### src/design/bcc_pkg.sv
package bcc_pkg;

  // Field widths of the input and result beats.
  localparam int unsigned CfgW   = 17;
  localparam int unsigned OpW    = 2;
  localparam int unsigned InodeW = 12;
  localparam int unsigned ModeW  = 16;
  localparam int unsigned PtrW   = 32;
  localparam int unsigned KindW  = 2;
  localparam int unsigned IssueW = 2;

  // Bitmap geometry: the used-block map is stored as rows of WordBits bits.
  localparam int unsigned MaxBlocks = 65536;
  localparam int unsigned WordBits  = (MaxBlocks < 64) ? MaxBlocks : 64;
  localparam int unsigned WordIdxW  = $clog2(WordBits);
  localparam int unsigned Rows      = MaxBlocks / WordBits;
  localparam int unsigned RowW      = (Rows > 1) ? $clog2(Rows) : 1;
  localparam int unsigned BlockW    = $clog2(MaxBlocks);
  localparam int unsigned LimitW    = BlockW + 1;

  typedef enum logic [0:0] {
    CfgBlockCount     = 1'b0,
    CfgReservedBlocks = 1'b1
  } cfg_idx_e;

  typedef enum logic [OpW-1:0] {
    OpBegin   = 2'd0,
    OpHeader  = 2'd1,
    OpPointer = 2'd2,
    OpNone    = 2'd3
  } op_e;

  typedef enum logic [KindW-1:0] {
    KindDirect   = 2'd0,
    KindIndirect = 2'd1,
    KindEntry    = 2'd2,
    KindUnknown  = 2'd3
  } kind_e;

  typedef enum logic [IssueW-1:0] {
    IssueBadMode    = 2'd0,
    IssueBadPointer = 2'd1,
    IssueDuplicate  = 2'd2
  } issue_e;

  typedef enum logic [0:0] {
    SwIdle = 1'b0,
    SwRun  = 1'b1
  } sweep_state_e;

  // Write port driven by the bitmap sweep, plus its busy flag.
  typedef struct packed {
    logic                busy;
    logic                we;
    logic [RowW-1:0]     addr;
    logic [WordBits-1:0] data;
  } sweep_ctl_t;

  // Register values above the bitmap size act as the bitmap size.
  function automatic logic [LimitW-1:0] clamp_blocks(logic [CfgW-1:0] v);
    logic [LimitW-1:0] r;
    if (v > CfgW'(MaxBlocks)) begin
      r = LimitW'(MaxBlocks);
    end else begin
      r = LimitW'(v);
    end
    return r;
  endfunction

endpackage

### src/design/bcc_sweep.sv
module bcc_sweep (
  input  logic                          clk_i,
  input  logic                          rst_ni,
  input  logic                          start_i,
  input  logic [bcc_pkg::LimitW-1:0]    reserved_i,
  output bcc_pkg::sweep_ctl_t           ctl_o
);

  localparam int unsigned RhiW = bcc_pkg::LimitW - bcc_pkg::WordIdxW;

  bcc_pkg::sweep_state_e        state_q, state_d;
  logic [bcc_pkg::RowW-1:0]     row_q, row_d;
  logic                         fill_q, fill_d;
  logic [RhiW-1:0]              res_row;
  logic [bcc_pkg::WordIdxW-1:0] res_bit;
  logic [bcc_pkg::WordBits-1:0] part_mask;
  logic [bcc_pkg::WordBits-1:0] row_mask;

  // The pass after reset clears the map; a begin pass marks reserved blocks.
  always_ff @(posedge clk_i or negedge rst_ni) begin
    if (!rst_ni) begin
      state_q <= bcc_pkg::SwRun;
      row_q   <= '0;
      fill_q  <= 1'b0;
    end else begin
      state_q <= state_d;
      row_q   <= row_d;
      fill_q  <= fill_d;
    end
  end

  // Row word of the reserved prefix: full rows, one partial row, then zero.
  assign res_row   = reserved_i[bcc_pkg::LimitW-1:bcc_pkg::WordIdxW];
  assign res_bit   = reserved_i[bcc_pkg::WordIdxW-1:0];
  assign part_mask = (bcc_pkg::WordBits'(1) << res_bit) - bcc_pkg::WordBits'(1);

  always_comb begin
    priority if (!fill_q) begin
      row_mask = '0;
    end else if (RhiW'(row_q) < res_row) begin
      row_mask = '1;
    end else if (RhiW'(row_q) == res_row) begin
      row_mask = part_mask;
    end else begin
      row_mask = '0;
    end
  end

  // Next state and the write port.
  always_comb begin
    state_d    = state_q;
    row_d      = row_q;
    fill_d     = fill_q;
    ctl_o.busy = 1'b0;
    ctl_o.we   = 1'b0;
    ctl_o.addr = row_q;
    ctl_o.data = row_mask;
    unique case (state_q)
      bcc_pkg::SwIdle: begin
        if (start_i) begin
          state_d = bcc_pkg::SwRun;
          row_d   = '0;
          fill_d  = 1'b1;
        end
      end
      bcc_pkg::SwRun: begin
        ctl_o.busy = 1'b1;
        ctl_o.we   = 1'b1;
        if (row_q == bcc_pkg::RowW'(bcc_pkg::Rows - 1)) begin
          state_d = bcc_pkg::SwIdle;
        end else begin
          row_d = row_q + 1'b1;
        end
      end
      default: begin
        state_d = bcc_pkg::SwIdle;
      end
    endcase
  end

endmodule

### config.mk
export PLATFORM = sky130hd
export DESIGN_NAME = bcc_sweep
export DESIGN_NICKNAME = d
export VERILOG_FILES = /design/src/design/bcc_pkg.sv /design/src/design/bcc_sweep.sv
export SDC_FILE = /design/constraint.sdc
export NUM_CORES = 1
export LEC_CHECK = 0
export BUFFER_PORTS_ARGS = -buffer_cell sky130_fd_sc_hd__buf_2
export CAP_MARGIN = 30
export CORE_MARGIN = 2
export CORE_UTILIZATION = 47
export CTS_CLUSTER_DIAMETER = 80
export DETAILED_ROUTE_END_ITERATION = 16
export PLACE_DENSITY = 0.78
export SKIP_CTS_REPAIR_TIMING = 1
export SYNTH_ARGS = -nofsm -noshare
export SYNTH_HDL_FRONTEND = slang
export SYNTH_SLANG_ARGS = --single-unit
### constraint.sdc
create_clock -name clk_i -period 3 [get_ports clk_i]
set_input_delay 0.3 -clock clk_i [delete_from_list [all_inputs] [get_ports clk_i]]
set_output_delay 0.3 -clock clk_i [all_outputs]
set_load 0.02 [all_outputs]
==> key figures, run 1 <==
Status
  – Outcome: complete, no violations

Placed design
  – DP HPWL: 7810 µm
  – Routability cong.: 0.990
  – PortBufs: 95
  – Placed inst area: 3430 µm²

Power
  – Internal Pwr Total: 0.000664 W
  – Sequential Power Share: 22.1%
  – Switching Share: 51.0%
  – Comb power frac: 64.6%
  – Leakage dissipation: 1.42 nW
  – Net Sw Power: 0.000690 W
  – Clock share of power: 13.3%
  – Worst IR Drop VDD: 499 µV
  – Power per cell area: 387 nW/µm²

Logic synthesis
  – Synth cell types: 61
  – Yosys warning total: 0
  – Post-synth ARST share: 100%
  – Synthesized instance count: 440
  – Syn Nets: 472
  – Synth Area per Inst: 6.43 µm²
  – Combinational family with the most area after synthesis: compound AO/OA/AOI/OAI gates
  – Top FF cell, synth: dfrtp_1
  – #FFs+latches synth: 12
  – Synth Area in Adders: 5.31%
  – Post-synthesis compound-gate area fraction: 39.2%
  – Post-Synth Simple-Gate Area: 29.0%
  – Sequential element share of the synthesized area: 10.7%
  – Mux cell area share after synthesis: 0.354%
  – EDFF count, synth: 0
  – Xor/xnor share of the synthesized area: 4.33%
  – Area of the mapped netlist: 2830 µm²

Final layout
  – Layout area overhead: 23.5%
  – Layout cells sized above 1: 28.9%
  – Fillers: 584
  – Register area: 302 µm²
  – # diodes: 0
  – Footprint of the multi-input gates: 2230 µm²
  – Design Area, Final: 3490 µm²
  – Total Nets Final: 549
  – Leading cell type in the layout, fill and taps excluded: buf_2
  – Most frequent cells in the layout: buf_2, a21oi_1, nand2_1

Setup path
  – Crit. End Element: output port
  – Critical Path RT: 2.70 ns
  – Setup crit start kind: flip-flop
  – Reg-to-reg endpoint: row_q[2]
  – Reg2Reg Launch Point: row_q[1]
  – WS Path Type: reg -> out
  – Arr. time, crit path: 2.56 ns
  – R2R depth: 6
  – Reg2Reg Setup Slack: 1.13 ns
  – Critical-path maximum fanout: 10

Detailed routing
  – DR iter-0 viols: 359
  – WL/cell: 18.3 µm
  – TritonRoute pass-1 iters: 7
  – Routed vias/inst: 6.46
  – Vias: 3816
  – Final wirelength: 10800 µm
  – DRC: 0
  – Post-DRT Antenna Nets: 0

Global routing
  – GR Util met3: 2.31%
  – Total track usage: 32.1%
  – Global-route wire length before repair: 16700 µm
  – GRT busiest layer: met2
  – Met1 Usage GRT: 44.1%
  – Largest net degree at the start of global routing: 44
  – Grt total ovfl: 0
  – Initial antenna violation count: 0
  – Number of global-route vias before repair: 3237
  – Met2 Usage GRT: 52.2%

Timing
  – Final setup viols: 0
  – Final Hold Vio Count: 0
  – Final TNS setup: 0 ns
  – Minimum clock period: 2.86 ns
  – Layout Skew: 0.00151 ns
  – Tcrit/Tclk final: 95.4%
  – Fmax: 349 MHz
  – Worst slew margin: 55.7%
  – Tightest Pin Transition: 0.657 ns
  – Fin Hold WS: 0.439 ns
  – Final Max Tran Viols: 0
  – RSZ-0062 raised after global routing: no

Floorplanning
  – Die Width: 81.6 µm
  – Initial Utilization: 48.1%
  – Core ar.: 5890 µm²
  – Die footprint: 6660 µm²
  – Boundary pin count: 96
  – Row cnt: 28
  – Die height: 81.6 µm

Flow run
  – Number of max-cap violations: 0

Clocking
  – Sink Count: 12
  – Num CTS Buffers: 3
  – CTS tree: built
  – CTS max path bufs: 2
  – Root Buffer: clkbuf_8
  – H-tree Lvls: 1
  – Worst-Skew Late Latency: 0.25 ns
  – CTS clk-pin slew, worst paths: 0.05 ns

Worst hold path
  – Hold Path Cell Cnt: 3
  – Worst hold endpoint: row_q[3]
  – HP Class: in -> reg
  – Critical hold path startpoint: start_i
## kinds of logic (layout without fill, tap and decap cells)
kind of cell | Yosys count | after routing
buffers and inverters | 73 | 149
DFF | 12 | 12
and+or+nand+nor | 164 | 164
xor gates and xnor gates | 14 | 14
adders and majority gates | 12 | 12
AOI/OAI and AO/OA | 164 | 164
muxes | 1 | 1
## critical path, cell delays in order, from the launching register on
cell and delay (ns):
dfrtp_1 0.45, ha_1 0.34, nand3_1 0.15, or3_1 0.57, or3_1 0.40, o221ai_1 0.19, buf_2 0.21
## stage by stage
step / setup slack [ns] / power [W] / utilization (%) / std cells
3_3_place_gp: 0.149 / 0.00115 / 58.2 / 586
2_1_floorplan: 0.0148 / 0.000881 / - / 440
3_5_place_dp: 0.137 / 0.00116 / 58.2 / 586
6_report: 0.138 / 0.00135 / 59.4 / 591
5_1_grt: 0.00328 / 0.00145 / 59.4 / 591
4_1_cts: 0.126 / 0.00135 / 59.2 / 590
## how the worst max path moves through the flow
stage | startpoint | to | slack [ns] | depth (start not counted)
floorplan | reserved_i[3] | ctl_o[34] | 0.01 | 12
global placement | reserved_i[4] | ctl_o[34] | 0.15 | 11
detailed placement | reserved_i[4] | ctl_o[34] | 0.14 | 11
CTS | reserved_i[4] | ctl_o[34] | 0.13 | 11
global route | row_q[7] | ctl_o[22] | 0.003 | 6
finish | row_q[3] | ctl_o[22] | 0.14 | 6
## layout make-up
| class | instances | share of cell area [%] |
|---|---|---|
| Multi-Input combinational cell | 355 | 63.9 |
| Sequential cell | 12 | 8.63 |
| Timing Repair Buffer | 127 | 21.3 |
| Inverter | 18 | 1.93 |
| Tap cell | 75 | 2.69 |
| Clock buffer | 4 | 1.58 |
## power by group through the flow
| stage | logic, W | registers [W] | clock network, W |
|---|---|---|---|
| 2_1_floorplan | 0.000543 | 0.000338 | 0 |
| 3_3_place_gp | 0.000850 | 0.000297 | 0 |
| 3_5_place_dp | 0.000861 | 0.000299 | 0 |
| 4_1_cts | 0.000868 | 0.000298 | 0.000182 |
| 5_1_grt | 0.000949 | 0.000310 | 0.000189 |
| 6_report | 0.000875 | 0.000299 | 0.000180 |
## state kept, by name, summed over array words and instances, names as in the netlist
signal and count:
state_q 1, fill_q 1, row_q 10
## layer usage
layer	vias up	routed length (µm)
li1	1775	-
met1	1778	4390
met2	223	5150
met3	40	919
met4	0	388
met5	-	0
## Yosys cell counts (11+ instances only)
master,instances,area share (%)
nand2_1,40,5.3
dfrtp_1,11,9.7
clkbuf_1,34,4.5
ha_1,12,5.3
o22ai_1,12,2.7
nand3_1,18,3.2
nor2_1,40,5.3
a21oi_1,51,9.0
o21ai_0,17,3.0
o21a_1,29,7.7
inv_1,16,2.1
nor3_1,14,2.5
Power figures use the tool's default switching activity.
==> inputs of run 2 (changes only) <==
- ABC_AREA: unset -> 1
- CORE_UTILIZATION: 47 -> 50
==> key figures, run 2 <==
Floorplanning
  – Die Width: 95.2 µm
  – Initial Utilization: 51.1%
  – Die height: 95.2 µm
  – Core ar.: 8130 µm²
  – Row cnt: 33
  – Boundary pin count: 96
  – Die footprint: 9070 µm²

Placed design
  – Routability cong.: 1.09
  – DP Worst Slack: 0.220 ns
  – DP HPWL: 11900 µm
  – PortBufs: 95

Global routing
  – Largest net degree at the start of global routing: 54
  – Number of global-route vias before repair: 4888
  – Global-route wire length before repair: 23900 µm
  – Initial antenna violation count: 0
  – Met2 Usage GRT: 51.1%
  – GR Util met3: 4.58%
  – Grt total ovfl: 0
  – Met1 Usage GRT: 44.6%
  – GRT busiest layer: met2
  – Total track usage: 33.2%

Worst hold path
  – HP Class: in -> async

Clocking
  – Root Buffer: clkbuf_8
  – H-tree Lvls: 1
  – Num CTS Buffers: 3
  – Worst-Skew Late Latency: 0.25 ns
  – Sink Count: 12
  – CTS clk-pin slew, worst paths: 0.06 ns
  – CTS tree: built
  – CTS max path bufs: 2

Logic synthesis
  – Post-synth ARST share: 100%
  – Most common cell in the netlist: nand2_1
  – #FFs+latches synth: 12
  – Synthesized instance count: 775
  – Synth Area per Inst: 5.37 µm²
  – EDFF count, synth: 0
  – Area contributors post-synth: nand2_1, nor2_1, nand3_1
  – Top FF cell, synth: dfrtp_1
  – Area of the mapped netlist: 4160 µm²
  – Synth cell types: 41
  – Syn Nets: 807
  – Post-synth top cells: nand2_1, nor2_1, nand3_1, a21oi_1, inv_1
  – Yosys warning total: 0
  – Sequential element share of the synthesized area: 7.25%
  – Cell taking the most area after synthesis: nand2_1
  – Synth top area share: 15.7%

Timing
  – Worst slew margin: 41.4%
  – Tightest Pin Transition: 0.877 ns
  – Final WS setup: 0.132 ns
  – Tcrit/Tclk final: 95.6%
  – Fmax: 349 MHz
  – Final TNS setup: 0 ns
  – Final setup viols: 0
  – Layout Skew: 0.00612 ns
  – RSZ-0062 raised after global routing: no
  – Minimum clock period: 2.87 ns
  – Final Hold Vio Count: 0
  – Fin Hold WS: 0.455 ns
  – Final Max Tran Viols: 0

Setup path
  – Critical-path maximum fanout: 6
  – Arr. time, crit path: 2.57 ns
  – Crit. End Element: output port
  – WS Path Type: reg -> out
  – Setup crit start kind: flip-flop
  – Critical Path RT: 2.70 ns

Power
  – Leakage dissipation: 2.64 nW
  – Worst IR Drop VDD: 264 µV
  – Power per cell area: 209 nW/µm²

Detailed routing
  – Routed vias/inst: 5.97
  – TritonRoute pass-1 iters: 7
  – DR iter-0 viols: 599
  – Final wirelength: 15500 µm
  – Post-DRT Antenna Nets: 0
  – Vias: 5726
  – DRC: 0
  – WL/cell: 16.2 µm

Final layout
  – Largest register FFs: 10
  – Layout cells sized above 1: 24.0%
  – Largest Register: row_q
  – Total Nets Final: 887
  – Leading cell type in the layout, fill and taps excluded: nand2_1
  – Biggest regs: row_q: 10 flops, fill_q: 1 flops, state_q: 1 flops
  – Most frequent cells in the layout: nand2_1, nor2_1, buf_2
  – Layout area overhead: 14.9%
  – # diodes: 0

Flow run
  – Number of max-cap violations: 0

Status
  – Outcome: complete, no violations
## run 2: cell families (layout without fill, tap and decap cells)
family                     after synthesis  count (layout)  synth area share, %
and+or+nand+nor                        523             524                 62.2
buffers and inverters                  130             208                 14.2
AOI/OAI and AO/OA                       89              89                 10.8
adders and majority gates               12              12                 3.61
DFF                                     12              12                 7.25
xor gates and xnor gates                 7               7                 1.47
muxes                                    2               2                0.511
## run 2: where the power goes
group | internal [W] | switching (W)
sequential | 0.000162 | 0
combinational | 0.000202 | 0.000454
clock | 0.000116 | 0.0000665
## run 2: cell type report
class	instances	area, µm²
clock buffers	4	55.1
flip-flops and latches	12	302
multi-input cells	634	3300
inverters	85	322
fillers	859	3350
well taps	105	131
repair buffers	119	671
## run 2: per-stage QoR
stage	total power [W]	std cells	util, %	instance area, µm²
after floorplan	0.000629	775	-	4160
after global placement	0.000786	949	57.4	4670
after detailed placement	0.000793	949	57.4	4670
after CTS	0.000977	953	58.1	4730
after global routing	0.00107	959	58.8	4780
final	0.00100	959	58.8	4780
## run 2: worst max-delay path, cell delays in order (launching register included)
cell     delay, ns
dfrtp_1       0.46
ha_1          0.33
nand2_1       0.09
nor2_1        0.15
nand4_1       0.36
inv_1         0.40
nand4_1       0.14
a21oi_1       0.18
buf_2         0.21
## run 2: final timing paths
kind                            startpoint         to  slack [ns]  cells after the start
worst max-delay path              row_q[8]  ctl_o[39]        0.13                      8
worst min-delay path                rst_ni   row_q[9]        0.45                      2
worst max register to register    row_q[1]   row_q[3]        0.98                      9
worst min register to register    row_q[0]   row_q[0]        0.55                      1
max in group asynchronous           rst_ni    state_q        2.26                      2
min in group clk_i                 start_i     fill_q        0.52                      3
## run 2: layer usage
metal / share of wire, % / vias to the layer above
li1: - / 2750
met1: 41 / 2508
met2: 43 / 387
met3: 10 / 81
met4: 6.0 / 0
met5: 0 / -
==> inputs of run 3 (changes only) <==
- PLACE_DENSITY: 0.78 -> 0.75
- clock period: 3 -> 3.2 ns (I/O delays scaled with it)
==> key figures, run 3 (synthesis gave the netlist of run 2 again) <==
Status
  – Outcome: complete, no violations

Global routing
  – GR Util met3: 5.06%
  – Met2 Usage GRT: 58.1%
  – Total track usage: 35.8%
  – Largest net degree at the start of global routing: 66
  – Grt total ovfl: 0
  – GRT busiest layer: met2
  – Number of global-route vias before repair: 5103
  – Initial antenna violation count: 0
  – Met1 Usage GRT: 46.7%
  – Global-route wire length before repair: 25500 µm

Floorplanning
  – Core ar.: 8130 µm²
  – Boundary pin count: 96
  – Die height: 95.2 µm
  – Die Width: 95.2 µm
  – Row cnt: 33
  – Die footprint: 9070 µm²
  – Initial Utilization: 51.1%

Setup path
  – Arr. time, crit path: 2.61 ns
  – WS Path Type: reg -> out
  – CP max stage delay: 0.45 ns
  – Buf+Inv Stages, Crit Path: 2
  – Critical Path RT: 2.88 ns
  – Crit path max-delay family: simple AND/OR/NAND/NOR gates
  – Setup crit start kind: flip-flop
  – Crit path top cell by count: nand4_1
  – Slowest-stage cell, CP: dfrtp_1
  – CP Depth: 8
  – Crit. End Element: output port
  – R2R depth: 9
  – Cells along the critical path: ha_1, nand2_1, nor2_1, nand4_1, inv_1, nand4_1, a21oi_1, buf_2
  – Critical-path maximum fanout: 6

Placed design
  – Routability cong.: 1.08
  – DP HPWL: 12600 µm
  – PortBufs: 95
  – Inst Count DP: 943
  – DP Worst Slack: 0.241 ns

Timing
  – Final WS setup: 0.265 ns
  – Final Hold Vio Count: 0
  – Final Max Tran Viols: 0
  – Minimum clock period: 2.93 ns
  – Worst slew margin: 65.6%
  – Tightest Pin Transition: 0.511 ns
  – Final TNS setup: 0 ns
  – Final setup viols: 0
  – RSZ-0062 raised after global routing: no
  – Layout Skew: 0.0106 ns
  – Tcrit/Tclk final: 91.7%
  – Fin Hold WS: 0.488 ns
  – Fmax: 341 MHz

Detailed routing
  – DR iter-0 viols: 539
  – Vias: 5621
  – TritonRoute pass-1 iters: 5
  – DRC: 0
  – Final wirelength: 16200 µm
  – Routed vias/inst: 5.90
  – Post-DRT Antenna Nets: 0
  – WL/cell: 17.0 µm

Final layout
  – Largest register FFs: 10
  – Total Nets Final: 880
  – Largest Register: row_q
  – Register area: 302 µm²
  – Post-route insts no fill: 952
  – # diodes: 0
  – Layout area overhead: 13.8%
  – Biggest regs: row_q: 10 flops, fill_q: 1 flops, state_q: 1 flops
  – Footprint of the multi-input gates: 3290 µm²
  – Most frequent cells in the layout: nand2_1, nor2_1, buf_2
  – Fillers: 867
  – Layout cells sized above 1: 23.0%
  – Leading cell type in the layout, fill and taps excluded: nand2_1

Clocking
  – Sink Count: 12
  – Worst-Skew Late Latency: 0.25 ns
  – Root Buffer: clkbuf_8
  – CTS clk-pin slew, worst paths: 0.06 ns
  – CTS tree: built
  – H-tree Lvls: 1
  – CTS max path bufs: 2
  – Num CTS Buffers: 3

Power
  – Worst IR Drop VDD: 164 µV
  – Power per cell area: 198 nW/µm²
  – Pwr Total: 0.000938 W
  – Leakage dissipation: 2.60 nW

Worst hold path
  – HP Class: in -> async

Flow run
  – Number of max-cap violations: 0
[run 3: changes by cell type in the layout (fill, tap and decap cells not counted), sizes merged]
cell    before  now
buf        118  111
nor2       146  145
clkbuf       4    5
[run 3: per-layer routing]
layer | share of wire (%) | vias up
met5 | 0 | -
met2 | 45 | 333
met4 | 4.8 | 0
li1 | - | 2730
met1 | 41 | 2498
met3 | 9.4 | 60
[run 3: per-stage QoR]
stage / cell area, µm² / util (%)
finish: 4740 / 58.2
global route: 4740 / 58.2
CTS: 4680 / 57.5
detailed placement: 4630 / 56.9
global placement: 4630 / 56.9
floorplan: 4160 / -
[run 3: path summary, 6_finish.rpt]
kind / startpoint / end / slack, ns
worst max register to register: row_q[1] / row_q[9] / 1.22
max in group asynchronous: rst_ni / state_q / 2.42
worst max-delay path: row_q[8] / ctl_o[51] / 0.27
worst min register to register: row_q[0] / row_q[0] / 0.55
min in group clk_i: start_i / fill_q / 0.53
worst min-delay path: rst_ni / row_q[7] / 0.49
[run 3: final cells by class]
type / count / share of cell area (%)
Clock buffer: 4 / 1.16
Sequential cell: 12 / 6.37
Tap cell: 105 / 2.77
Timing Repair Buffer: 113 / 13.5
Inverter: 85 / 6.79
Multi-Input combinational cell: 633 / 69.4
[run 3: where the power goes]
| group | switching [W] | leakage [nW] | internal [W] |
|---|---|---|---|
| clock | 0.0000655 | 0.0288 | 0.000109 |
| combinational | 0.000426 | 2.44 | 0.000185 |
| sequential | 0 | 0.134 | 0.000152 |
[run 3: worst register-to-register path: stages, from the launching register on]
cell,delay (ns)
dfrtp_1,0.42
ha_1,0.22
nand3_1,0.14
nor2_1,0.22
nand3_1,0.10
nand2_1,0.22
nor2_1,0.14
nand3_1,0.10
mux2_2,0.33
inv_1,0.06
